--- config.mk ---
export PLATFORM = sky130hd
export DESIGN_NAME = vn_lane
export DESIGN_NICKNAME = d
export VERILOG_FILES = /design/src/rtl/core/vn_pkg.sv /design/src/rtl/core/vn_lane.sv
export SDC_FILE = /design/constraint.sdc
export NUM_CORES = 2
export LEC_CHECK = 0
export ABC_AREA = 1
export BUFFER_PORTS_ARGS = -buffer_cell sky130_fd_sc_hd__buf_2
export CAP_MARGIN = 20
export CORE_UTILIZATION = 44
export CTS_BUF_LIST = sky130_fd_sc_hd__clkbuf_8
export DETAILED_ROUTE_END_ITERATION = 16
export GPL_ROUTABILITY_DRIVEN = 0
export PLACE_DENSITY = 0.64
export SYNTH_ARGS = -nofsm -noshare
export SYNTH_HDL_FRONTEND = slang
export SYNTH_SLANG_ARGS = --single-unit
--- constraint.sdc ---
create_clock -name i_clk -period 17 [get_ports i_clk]
set_input_delay 3.4 -clock i_clk [delete_from_list [all_inputs] [get_ports i_clk]]
set_output_delay 3.4 -clock i_clk [all_outputs]
set_load 0.03 [all_outputs]
--- src/rtl/core/vn_pkg.sv ---
// ============================================================================
// vn_pkg: shared types for the vector normalization core
// Holds the lane count and a control struct with valid and four_wide flags.
// ============================================================================
package vn_pkg;

    localparam int LANES = 4;

    typedef struct packed {
        logic valid;
        logic four_wide;
    } t_ctl;

endpackage

--- src/rtl/core/vn_lane.sv ---
// ============================================================================
// vn_lane: one component lane
// Registers the magnitude and the square of one component, then divides the
// scaled magnitude by the shared length with a pipelined restoring divider.
// ============================================================================
module vn_lane
    import vn_pkg::*;
#(
    parameter int COMP_WIDTH     = 16,
    parameter int UNIT_FRAC_BITS = 14
) (
    input  logic                             i_clk,
    input  logic                             i_en_in,
    input  logic signed [COMP_WIDTH-1:0]     i_comp,
    input  logic                             i_use,
    output logic [2*COMP_WIDTH-1:0]          o_square,
    input  logic [COMP_WIDTH:0]              i_len,
    input  logic                             i_div_en,
    output logic signed [UNIT_FRAC_BITS+1:0] o_unit
);

    localparam int MW = COMP_WIDTH + 1;
    localparam int NW = MW + UNIT_FRAC_BITS + 1;
    localparam int DW = MW + 1;
    localparam int QW = UNIT_FRAC_BITS + 2;
    localparam int MD = MW + 3;

    logic [MW-1:0]          r_mag;
    logic                   r_neg;
    logic [2*COMP_WIDTH-1:0] r_sq;
    logic [MW-1:0]          n_mag;
    logic [2*MW-1:0]        w_sq;

    always_comb begin
        n_mag = i_comp[COMP_WIDTH-1] ? (MW'(0) - {1'b1, i_comp}) : {1'b0, i_comp};
        if (!i_use) begin
            n_mag = '0;
        end
    end

    assign w_sq = r_mag * r_mag;

    always_ff @(posedge i_clk) begin
        if (i_en_in) begin
            r_mag <= n_mag;
            r_neg <= i_use & i_comp[COMP_WIDTH-1];
        end
        r_sq <= w_sq[2*COMP_WIDTH-1:0];
    end

    assign o_square = r_sq;

    // The magnitude waits for the length, which passes the square register, the
    // sum register, MW root stages and the length register in the top level.
    logic [MW-1:0] r_mag_d [MD];
    logic          r_neg_d [MD];
    always_ff @(posedge i_clk) begin
        if (i_div_en) begin
            r_mag_d[0] <= r_mag;
            r_neg_d[0] <= r_neg;
            for (int k = 1; k < MD; k++) begin
                r_mag_d[k] <= r_mag_d[k-1];
                r_neg_d[k] <= r_neg_d[k-1];
            end
        end
    end

    logic [NW-1:0] w_num;
    logic [DW-1:0] w_den;
    assign w_num = NW'({r_mag_d[MD-1], {(UNIT_FRAC_BITS + 1){1'b0}}}) + NW'(i_len);
    assign w_den = {i_len, 1'b0};

    logic [NW-1:0] r_rem [QW+1];
    logic [DW-1:0] r_den [QW+1];
    logic [QW-1:0] r_q   [QW+1];
    logic          r_sg  [QW+1];

    always_ff @(posedge i_clk) begin
        r_rem[0] <= w_num;
        r_den[0] <= w_den;
        r_q[0]   <= '0;
        r_sg[0]  <= r_neg_d[MD-1];
    end

    for (genvar s = 0; s < QW; s++) begin : g_div
        localparam int SH = QW - 1 - s;
        logic [NW+QW-1:0] w_trial;
        logic             w_ok;
        assign w_trial = (NW+QW)'(r_den[s]) << SH;
        assign w_ok    = (NW+QW)'(r_rem[s]) >= w_trial;
        always_ff @(posedge i_clk) begin
            r_rem[s+1] <= w_ok ? NW'((NW+QW)'(r_rem[s]) - w_trial) : r_rem[s];
            r_den[s+1] <= r_den[s];
            r_q[s+1]   <= r_q[s] | (QW'(w_ok) << SH);
            r_sg[s+1]  <= r_sg[s];
        end
    end

    assign o_unit = r_sg[QW] ? (QW'(0) - r_q[QW]) : r_q[QW];

endmodule

==> run metrics <==
nets@finish 8655; RSZ-0062 raised after global routing false; Yosys cell types 48; Max-slew headroom 24.71%; reg2reg end o_square[29]; slack of the worst reg-to-reg path 11080 ps; synthesized area per cell 8.035 um^2; initial antenna violation count 9; Sw Pwr 7.128 mW; cts hold-fix bufs 0; MaxCap Viol Count 0; leak pwr 35.45 nW; clock slew at reported path FFs 60 ps; Synth warnings 0; buffer and inverter count on the worst path 2; Worst-Skew Late Latency 950 ps; Hold Path Stages 0; die area 144900 um^2; DP HPWL 120700 um; EDFF count, synth 378; DR vias 49.54k; Mapped Area 63080 um^2; Setup WS post-layout 10370 ps; WHS Endpoint r_q[0][158]; vias in the first global route 48.60k; WP data required 13600 ps; fin crit share 38.98%; most instantiated cells after synthesis nand2_1, inv_1, dfxtp_1, nor2_1, nand3_1; first-pass GRT wire length 248200 um; r2r startpoint r_mag[5]; ys async rst share 0%; post-route setup TNS 0 ps; vias per cell 4.907; root buf cell clkbuf_8; Detailed Route Iter0 Violations 3937; max-slew violation count 0; Mapped Cells 7850; core box area 141900 um^2; post-CTS setup buffers 0; minimum clock period 6626 ps; sequential fraction of design power 27.6%; IO buf count 83; CP most frequent cell nor2_1; Final setup viols 0; Area Growth Syn to Fin 10.16%; worst ir drop on vdd 0.3420 mV; cell row count 138; crit-path max FO 4; fin area 69480 um^2; post-cts resize count 0; GRT Util Overall 21.36%; sequential area share after synthesis 43.99%; Setup Skew 59.08 ps; hold path start r_q[0][142]; largest net degree at the start of global routing 210; fmax 150.9 MHz; final WL 154700 um; TritonCTS Buffers 194; most area-consuming cells after synthesis dfxtp_1, edfxtp_1, nand2_1; Switching Fraction 47.18%; dpl cell area 65300 um^2; Antenna Violating Nets Remaining 0; most frequent cell after synthesis nand2_1; critical path class reg2out; CTS sink cnt 1197; Yosys top cell area share 25.99%; Setup crit end kind output port; number of H-tree levels 4; Die Ht 380.6 um; critical path's slowest cell xor2_1; Main synth FF type dfxtp_1; worst slack, placed 11110 ps; flop and latch count out of synthesis 1197; CP arrival 3230 ps; clock power share 17.2%; final hold violations 0; DR WL/cell 15.32 um; min-delay worst type reg2reg; PD cells 217.4 nW/um^2; worst reg2reg path depth 19; Synth area leader dfxtp_1; Starting Density 44.44%; CP Launch Type flip-flop; status completed; DRT Pass-1 Iters 6; Boundary Pins 85; CP peak stage delay 540 ps; crit-path cells inv_1 -> ha_1 -> nand3_1 -> nor2_1 -> nand2_1 -> nor3_1 -> nor2_1 -> xor2_1 -> buf_2; Comb power frac 55.3%; share of layout cells above drive strength 1 6.266%; DRC errors left 0; CP top delay family simple AND/OR/NAND/NOR gates; Die Width 380.6 um; CTS max path bufs 3; Slew @ Worst Pin 1129 ps; grt total ovfl 0; TritonCTS clock tree built; Internal 7.979 mW
routing by layer:
| layer | routed length (um) | up-vias | GRT usage, % |
|---|---|---|---|
| met1 | 67300 | 22820 | 26.88 |
| met3 | 8371 | 366 | 3.251 |
| met5 | 13 | - | 0 |
| met2 | 72350 | 1481 | 36.05 |
| met4 | 6632 | 2 | 9.743 |
| li1 | - | 24870 | - |
per-stage QoR:
step / std cells / utilization [%] / power, mW / hold WS [ps]
finish: 10100 / 48.96 / 15.11 / 294.6
global route: 10090 / 48.95 / 16.54 / 295.7
CTS: 10090 / 48.95 / 15.17 / 297.3
detailed placement: 9732 / 46.01 / 12.46 / 312.1
global placement: 9732 / 46.01 / 12.40 / 309.8
floorplan: 7851 / - / 10.22 / 309.6
registers in the layout, summed over array words and instances, names as in the netlist:
| register | cells |
|---|---|
| r_mag_d | 340 |
| r_rem | 512 |
| r_mag | 17 |
| r_den | 123 |
| r_q | 136 |
| r_sg | 17 |
| r_neg | 1 |
| r_neg_d | 20 |
| o_square | 31 |
worst reg2reg max path, stage by stage (launching register included):
cell	delay (ps)
edfxtp_1	870
nand2_1	180
fa_1	640
inv_1	70
fa_1	470
fa_1	520
fa_1	520
fa_1	540
inv_1	50
fa_1	530
inv_1	40
ha_1	350
a21oi_1	260
o21ai_0	150
a21oi_1	240
nor2_1	70
nor2_1	130
nand2_1	70
nand2_1	50
nand2_1	40
final cells by class:
class,instances,area (um^2)
fillers,13600,72450
multi-input cells,5108,29290
flip-flops and latches,1197,27750
inverters,1452,5453
clock buffers,232,3193
well taps,1890,2365
clock inverters,129,982.2
repair buffers,85,452.9
diodes,2,5.005
worst max-delay path by stage:
stage	from	endpoint	slack, ps	cells after the start
3_3_place_gp	r_mag[10]	o_square[29]	11100	23
2_1_floorplan	r_mag[5]	o_square[29]	11470	25
5_1_grt	r_q[0][256]	o_unit[8]	10170	9
3_5_place_dp	r_mag[2]	o_square[29]	11110	19
4_1_cts	r_q[0][256]	o_unit[8]	10180	9
6_report	r_q[0][256]	o_unit[8]	10370	9
kinds of logic after synthesis:
kind of cell / share of synthesized area (%)
XOR/XNOR: 2.860
other: 0.005945
buffers and inverters: 9.587
AO/OA/AOI/OAI: 4.517
AND/OR/NAND/NOR: 25.07
flip-flops: 43.99
adder cells (fa/ha/maj): 13.97
cell usage in the layout (no fill, tap or decap), types with 7 or more instances in the layout:
cell type and count:
a21o_1 12, a21oi_1 288, a21oi_2 41, and2_1 11, buf_2 82, bufinv_16 9, clkbuf_8 232, clkinv_1 12
clkinv_2 28, clkinvlp_4 7, dfxtp_1 819, edfxtp_1 378, fa_1 207, ha_1 373, inv_1 1498, inv_12 7
inv_2 10, nand2_1 2519, nand2_2 18, nand3_1 405, nand3_2 12, nand3b_1 50, nand4_1 143, nor2_1 523
nor2_2 19, nor3_1 69, nor4_1 8, o21ai_0 106, o21ai_1 28, o21bai_1 20, or2_2 19, xnor2_1 52
xor2_1 154
power by group through the flow:
stage | registers, mW | clock network [mW] | logic [mW]
floorplan | 4.03 | 0 | 6.20
global placement | 4.22 | 0 | 8.19
detailed placement | 4.21 | 0 | 8.25
CTS | 4.17 | 2.68 | 8.32
global route | 4.22 | 2.80 | 9.52
finish | 4.17 | 2.59 | 8.35
Power figures use the tool's default switching activity.
