File: config.mk
export PLATFORM = sky130hd
export DESIGN_NAME = vn_sqrt
export DESIGN_NICKNAME = d
export VERILOG_FILES = /design/src/rtl/core/vn_pkg.sv /design/src/rtl/core/vn_sqrt.sv
export SDC_FILE = /design/constraint.sdc
export NUM_CORES = 1
export LEC_CHECK = 0
export ABC_AREA = 1
export ABC_CLOCK_PERIOD_IN_PS = 4100
export CAP_MARGIN = 40
export CORE_MARGIN = 4
export CORE_UTILIZATION = 40
export DETAILED_ROUTE_END_ITERATION = 7
export DONT_BUFFER_PORTS = 1
export PLACE_DENSITY_LB_ADDON = 0.05
export SKIP_CTS_REPAIR_TIMING = 1
export SLEW_MARGIN = 20
export SYNTH_ARGS = -nofsm -noshare
export SYNTH_HDL_FRONTEND = slang
export SYNTH_SLANG_ARGS = --single-unit
export TNS_END_PERCENT = 1
File: constraint.sdc
create_clock -name i_clk -period 4.1 [get_ports i_clk]
set_input_delay 1.23 -clock i_clk [delete_from_list [all_inputs] [get_ports i_clk]]
set_output_delay 1.23 -clock i_clk [all_outputs]
set_load 0.005 [all_outputs]
File: src/rtl/core/vn_pkg.sv
// ============================================================================
// vn_pkg: shared types for the vector normalization core
// Holds the lane count and a control struct with valid and four_wide flags.
// ============================================================================
package vn_pkg;

    localparam int LANES = 4;

    typedef struct packed {
        logic valid;
        logic four_wide;
    } t_ctl;

endpackage

File: src/rtl/core/vn_sqrt.sv
// ============================================================================
// vn_sqrt: pipelined integer square root
// Adds the lane squares, then resolves one root bit per stage.
// ============================================================================
module vn_sqrt
    import vn_pkg::*;
#(
    parameter int COMP_WIDTH = 16
) (
    input  logic                        i_clk,
    input  logic [2*COMP_WIDTH-1:0]     i_sq [LANES],
    output logic [COMP_WIDTH:0]         o_root
);

    localparam int SW  = 2*COMP_WIDTH + 2;
    localparam int RW  = COMP_WIDTH + 1;
    localparam int RMW = RW + 3;

    logic [SW-1:0]  r_v  [RW];
    logic [RMW-1:0] r_rm [RW];
    logic [RW-1:0]  r_r  [RW+1];

    always_ff @(posedge i_clk) begin
        r_v[0]  <= SW'(i_sq[0]) + SW'(i_sq[1]) + SW'(i_sq[2]) + SW'(i_sq[3]);
        r_rm[0] <= '0;
        r_r[0]  <= '0;
    end

    // Each stage brings down the next bit pair and tries the digit one.
    for (genvar s = 0; s < RW; s++) begin : g_root
        logic [RMW-1:0] w_cur;
        logic [RMW-1:0] w_trial;
        logic           w_ok;
        assign w_cur   = {r_rm[s][RMW-3:0], r_v[s][SW-1 -: 2]};
        assign w_trial = RMW'({r_r[s], 2'b01});
        assign w_ok    = w_cur >= w_trial;
        always_ff @(posedge i_clk) begin
            r_r[s+1] <= {r_r[s][RW-2:0], w_ok};
        end
        if (s < RW - 1) begin : g_next
            always_ff @(posedge i_clk) begin
                r_v[s+1]  <= r_v[s] << 2;
                r_rm[s+1] <= w_ok ? (w_cur - w_trial) : w_cur;
            end
        end
    end

    assign o_root = r_r[RW];

endmodule

==> results of run 1 <==
[metrics by stage]
step           area (um^2)  hold slack (ns)  total power [mW]
2_1_floorplan        33300            0.310              20.4
3_3_place_gp         34500            0.310              23.7
3_5_place_dp         34500            0.312              23.7
4_1_cts              37100            0.312              31.0
5_1_grt              37200            0.317              33.2
6_report             37200            0.311              30.4
[logic make-up (layout without fill, tap and decap cells)]
kind of cell	Yosys count	in the layout	share of synthesized area
buf+inv	813	934	0.0962
flops	727	727	0.436
fa+ha+maj	268	268	0.115
compound gates	394	394	0.0662
xor+xnor	118	118	0.0312
simple gates	2024	2024	0.255
other cells	1	2	0.000112
[critical path, stage by stage]
cell                      delay (ns)
sky130_fd_sc_hd__inv_1          0.03
sky130_fd_sc_hd__fa_1           0.53
sky130_fd_sc_hd__inv_1          0.05
sky130_fd_sc_hd__fa_1           0.46
sky130_fd_sc_hd__ha_1           0.24
sky130_fd_sc_hd__fa_1           0.46
sky130_fd_sc_hd__nand3_1        0.10
sky130_fd_sc_hd__nand3_1        0.10
sky130_fd_sc_hd__nand2_1        0.07
sky130_fd_sc_hd__nand2_1        0.11
sky130_fd_sc_hd__nand2_1        0.09
sky130_fd_sc_hd__nand2_1        0.10
sky130_fd_sc_hd__nand2_1        0.10
sky130_fd_sc_hd__nand2_1        0.06
sky130_fd_sc_hd__nand2_1        0.06
sky130_fd_sc_hd__nand2_1        0.05
[area by class of cell]
cell class,count,area (um^2)
fillers,8366,45200
well taps,1070,1340
diodes,1,2.50
repair buffers,6,48.8
clock buffers,104,2270
inverters,786,2960
clock inverters,38,390
flip-flops and latches,727,14600
multi-input cells,2805,15600
[power by group through the flow]
stage                     logic [mW]  clock network (mW)  registers (mW)
after floorplan                 8.91                   0            11.5
after global placement          11.3                   0            12.3
after detailed placement        11.4                   0            12.3
after CTS                       11.4                7.35            12.2
after global routing            13.1                7.64            12.5
final                           11.3                7.06            12.1
[synth_stat cells (all sizes together)]
library cell / n
nor3: 44
a21o: 2
o21ai: 160
nand3: 256
and2: 7
buf: 26
nor4: 2
or2: 9
o21bai: 16
dfxtp: 727
clkbuf: 1
inv: 786
nand4: 54
ha: 204
and3: 1
a21boi: 4
xnor2: 48
nand2: 1254
fa: 64
nor2: 356
a21oi: 204
o21a: 6
conb: 1
nand3b: 39
nor3b: 2
xor2: 70
a211oi: 1
o211ai: 1
[layer usage]
layer | vias up | GRT usage
met5 | - | 0
met4 | 0 | 0.0492
met3 | 128 | 0.0260
met2 | 360 | 0.307
met1 | 11300 | 0.223
li1 | 13600 | -
[flip-flops by register name, indices dropped and copies added (netlist names)]
signal,cells
r_v,306
r_rm,268
r_r,153
[worst max-delay path by stage]
stage	start	cells past startpoint	to	slack, ns
finish	i_sq[1]	16	r_v[0][29]	0.77
global route	i_sq[1]	16	r_v[0][23]	0.59
CTS	i_sq[1]	16	r_v[0][29]	0.82
detailed placement	i_sq[1]	16	r_v[0][29]	0.14
global placement	i_sq[1]	16	r_v[0][29]	0.14
floorplan	i_sq[1]	16	r_v[0][29]	0.33
==> impl_metrics.ini, run 1 <==
[sta]
maxSlewHeadroom = 0.576
finalWorstSetupSlack_ns = 0.766
rsz0062_at_grt = false
setup_viol = 0
min_period_ns = 3.33
final_min_period_over_clock_period = 0.813
finalClockSkew_ns = 0.0205
hold_viol_final = 0
achievable-frequency_mhz = 300
timing_worst_slew_pin_value_ns = 0.634
tns_ns = 0
maxSlewViolCount = 0

[floorplan]
design.die.area_mm2 = 0.0881
start_util = 0.405
floorplan.core_area_mm2 = 0.0824
die-width_um = 297
top_level_i_o_count = 146
rows = 105
chipHeight_um = 297

[power]
share_comb_of_total_power = 0.371
power-per-cell-area_mw_per_mm2 = 819
p_leak_nw = 19.5
power_frac_seq = 0.397
irDropWorstVdd_mv = 0.390
internal-power_mw = 18.7
total_switching_power_mw = 11.7
power_switching_share = 0.385
power.share.clock = 0.232

[worst_setup_path]
rr_worst_depth = 11
critPathKind = primary input to register
crit_path_end_kind = register
timing.critical_path.from_type = primary input
worst-r2r-setup-slack_ns = 1.72
critPathArrivalTime_ns = 3.84
regToRegEndpoint = r_rm[0][333]
worstPathMaxFanout = 3
r2r_start = r_r[15][0]
cp.required_ns = 4.60

[finish]
layout_commonest_cell = sky130_fd_sc_hd__nand2_1
finalNonFillerCells = 5537
finalNetCount = 4802
area_delta_synth_final_pct = 11.4
final_cell_mix = sky130_fd_sc_hd__nand2_1 (1236), sky130_fd_sc_hd__inv_1 (778), sky130_fd_sc_hd__dfxtp_1 (727)
drive_above_1_share = 0.0540
fin_util = 0.451

[flow_run]
maxCapViolations = 0

[detailed_routing]
met1Wirelength_um = 35500
detail_routed_net_length_per_standard_cell_um = 13.9
met2RoutedLength_um = 36500
dr.pass1.iters = 5
routed-via-count = 25400
final_antenna_net_count = 0
drt-total-wl_um = 76800
maxUsedRoutingLayer = met4
routed_via_density = 4.58
dr.first_iter.drc_count = 1202
met3_wl_um = 2630
drcViolationCount = 0

[placed_design]
number_of_instances_in_the_placed_design = 5393
dpl.hpwl_um = 62500
gpl.final_weighted_congestion = 0.853
place_worst_setup_slack_ns = 0.139
portBuffers = 0

[logic_synthesis]
post_synth_inst_count = 4345
synth_fp_nets = 4742
synth_top_area_frac = 0.436
post_synth_main_area_contributors = sky130_fd_sc_hd__dfxtp_1 (44%), sky130_fd_sc_hd__nand2_1 (14%), sky130_fd_sc_hd__inv_1 (8.8%)
synth_sequential_area_ratio = 0.436
number_of_warnings_printed_during_yosys_synthesis = 0
synth_top_cell_by_area = sky130_fd_sc_hd__dfxtp_1
synth.distinct_cells = 49
mappedNetlistArea_mm2 = 0.0333
postSynthRegisterBits = 727
syn_avg_cell_area_um2 = 7.68

[clock_network]
cts_max_level = 3
maximum_clock_path_buffer_count = 3
numClockSinks = 727
path_clk_slew_ns = 0.06
clock_tree.root_cell = sky130_fd_sc_hd__clkbuf_16
cts_buffers = 79
clock_latency_ns = 0.62
tritoncts_clock_tree = yes

[hold_path]
hold_path.startpoint = r_v[13][30]
min_path_cells = 0
whs_endpoint = r_v[14][32]
hp-class = register to register

[grt]
grt_max_degree = 26
number_of_global_route_vias_before_repair = 25000
grt.overflow.total = 0
grt_pass1_wl_um = 127000
initial_antenna_violation_count = 0
grt_util_all_layers = 0.175

[run_status]
status = finished, final reports clean
No activity file was read; power rests on OpenSTA's default activity.
==> inputs of run 2 (changes only) <==
--- a/config.mk
+++ b/config.mk
@@ -6,7 +6,7 @@
 export NUM_CORES = 1
 export LEC_CHECK = 0
 export ABC_AREA = 1
-export ABC_CLOCK_PERIOD_IN_PS = 4100
+export ABC_CLOCK_PERIOD_IN_PS = 2700
 export CAP_MARGIN = 40
 export CORE_MARGIN = 4
 export CORE_UTILIZATION = 40
==> constraint.sdc (replaced) <==
create_clock -name i_clk -period 2.7 [get_ports i_clk]
set_input_delay 0.81 -clock i_clk [delete_from_list [all_inputs] [get_ports i_clk]]
set_output_delay 0.81 -clock i_clk [all_outputs]
set_load 0.005 [all_outputs]
==> run 2 against run 1 <==
Compared with the run above: sequential power grew 51%; combinational power up 60%; sequential cell count is the same; clock power is 59% higher; core utilization increased by 1.2 points; register-to-register slack lost 1.3 ns; via count grew 1.2%; clock skew is 0.0043 ns lower; highest routed layer unchanged.
==> impl_metrics.ini, run 2 (synthesis results as in run 1) <==
[run_status]
status = finished, final reports clean

[sta]
timing_worst_slew_pin_value_ns = 0.599
maxSlewHeadroom = 0.600
tns_ns = 0
maxSlewViolCount = 0
setup_viol = 0
min_period_ns = 2.69
final_min_period_over_clock_period = 0.995
finalClockSkew_ns = 0.0163
achievable-frequency_mhz = 372
hold_viol_final = 0
rsz0062_at_grt = true

[clock_network]
numClockSinks = 727
cts_buffers = 82
path_clk_slew_ns = 0.06
cts_max_level = 3
clock_latency_ns = 0.61
maximum_clock_path_buffer_count = 3
clock_tree.root_cell = sky130_fd_sc_hd__clkbuf_16
tritoncts_clock_tree = yes

[detailed_routing]
detail_routed_net_length_per_standard_cell_um = 13.9
final_antenna_net_count = 0
drt-total-wl_um = 78300
routed-via-count = 25700
routed_via_density = 4.56
dr.pass1.iters = 7
dr.first_iter.drc_count = 1274
drcViolationCount = 0

[finish]
final_cell_mix = sky130_fd_sc_hd__nand2_1 (1217), sky130_fd_sc_hd__inv_1 (776), sky130_fd_sc_hd__dfxtp_1 (727)
reg_top3 = r_v x306, r_rm x268, r_r x153
layout_commonest_cell = sky130_fd_sc_hd__nand2_1
regMostFlops = r_v
final.fill_count = 8345
insertedDiodeCount = 0
drive_above_1_share = 0.0829
area_delta_synth_final_pct = 14.4
largest_reg_flops = 306
finalNonFillerCells = 5627
finalNetCount = 4890

[worst_setup_path]
critPathKind = primary input to register
r2r_start = r_r[3][0]
critPathMostFrequentCell = sky130_fd_sc_hd__nand2_4
worst-r2r-setup-slack_ns = 0.44
cp.required_ns = 3.20
worstPathMaxFanout = 3
cp_slowest_cell = sky130_fd_sc_hd__fa_1
timing.critical_path.from_type = primary input
critPathArrivalTime_ns = 3.18
timing.critical_path.cells = inv_2 > fa_1 > inv_1 > fa_1 > ha_2 > fa_2 > nand2_2 > nand3_2 > nand3_2 > nand2_4 > nand2_4 > nand2_4 > buf_6 > xor2_1
critical_path_depth = 14
critical-path-top-delay-family = adder cells
regToRegEndpoint = r_rm[0][83]
critical_path_buf_inv_count = 3
crit_path_end_kind = register
critical_path.max_stage_delay_ns = 0.54
rr_worst_depth = 9

[grt]
number_of_global_route_vias_before_repair = 25500
grt_util_all_layers = 0.178
grt.overflow.total = 0
grt_max_degree = 26
grt_pass1_wl_um = 129000
initial_antenna_violation_count = 1

[hold_path]
hold_path.startpoint = r_v[2][15]
min_path_cells = 0
whs_endpoint = r_v[3][17]
hp-class = register to register

[power]
power-per-cell-area_mw_per_mm2 = 1250
p_leak_nw = 20.0
irDropWorstVdd_mv = 0.581

[placed_design]
dpl.hpwl_um = 63900
portBuffers = 0
gpl.final_weighted_congestion = 0.853
number_of_instances_in_the_placed_design = 5477

[flow_run]
maxCapViolations = 0

[floorplan]
start_util = 0.405
chipHeight_um = 297
design.die.area_mm2 = 0.0881
top_level_i_o_count = 146
floorplan.core_area_mm2 = 0.0824
die-width_um = 297
rows = 105
run 2: cell count changes in the layout (fill, tap and decap cells not counted), sizes merged:
cell / previous run / this run
buf: 6 / 91
bufinv: 4 / 8
clkbuf: 104 / 108
clkinv: 19 / 18
clkinvlp: 7 / 6
diode: 1 / 0
run 2: how the worst max path moves through the flow:
stage / from / end / slack (ns)
after detailed placement: i_sq[7] / r_v[0][16] / -0.76
after CTS: i_sq[7] / r_v[0][29] / -0.1
after global routing: i_sq[20] / r_v[0][27] / -0.07
after global placement: i_sq[7] / r_v[0][16] / -0.74
after floorplan: i_sq[1] / r_v[0][29] / -0.45
final: i_sq[65] / r_v[0][15] / 0.01
run 2: stage by stage:
| stage | setup WS [ns] | instance area [um^2] | hold slack [ns] | total power, mW | utilization |
|---|---|---|---|---|---|
| after floorplan | -0.452 | 33400 | 0.310 | 31.0 | - |
| after global placement | -0.735 | 35100 | 0.310 | 36.6 | 0.427 |
| after detailed placement | -0.755 | 35100 | 0.312 | 36.6 | 0.427 |
| after CTS | -0.0995 | 37900 | 0.303 | 48.2 | 0.461 |
| after global routing | -0.0737 | 38100 | 0.317 | 51.9 | 0.463 |
| final | 0.0140 | 38100 | 0.313 | 47.6 | 0.463 |
run 2: layout make-up:
| type | instances | area (um^2) | area share |
|---|---|---|---|
| Inverter | 786 | 2960 | 0.0776 |
| Clock inverter | 40 | 505 | 0.0133 |
| Sequential cell | 727 | 14600 | 0.382 |
| Clock buffer | 108 | 2290 | 0.0600 |
| Timing Repair Buffer | 91 | 699 | 0.0183 |
| Multi-Input combinational cell | 2805 | 15800 | 0.414 |
| Tap cell | 1070 | 1340 | 0.0351 |
run 2: routing by layer:
metal	routed length, um	global-route usage
met1	36200	0.226
met5	0	0
met2	37900	0.315
met4	1740	0.0501
met3	2490	0.0242
run 2: power breakdown:
group	total [mW]	internal (mW)	switching (mW)	leakage [nW]
Sequential	18.3	15.7	2.59	6.09
Combinational	18.1	6.94	11.1	12.5
Clock	11.2	6.80	4.44	1.36
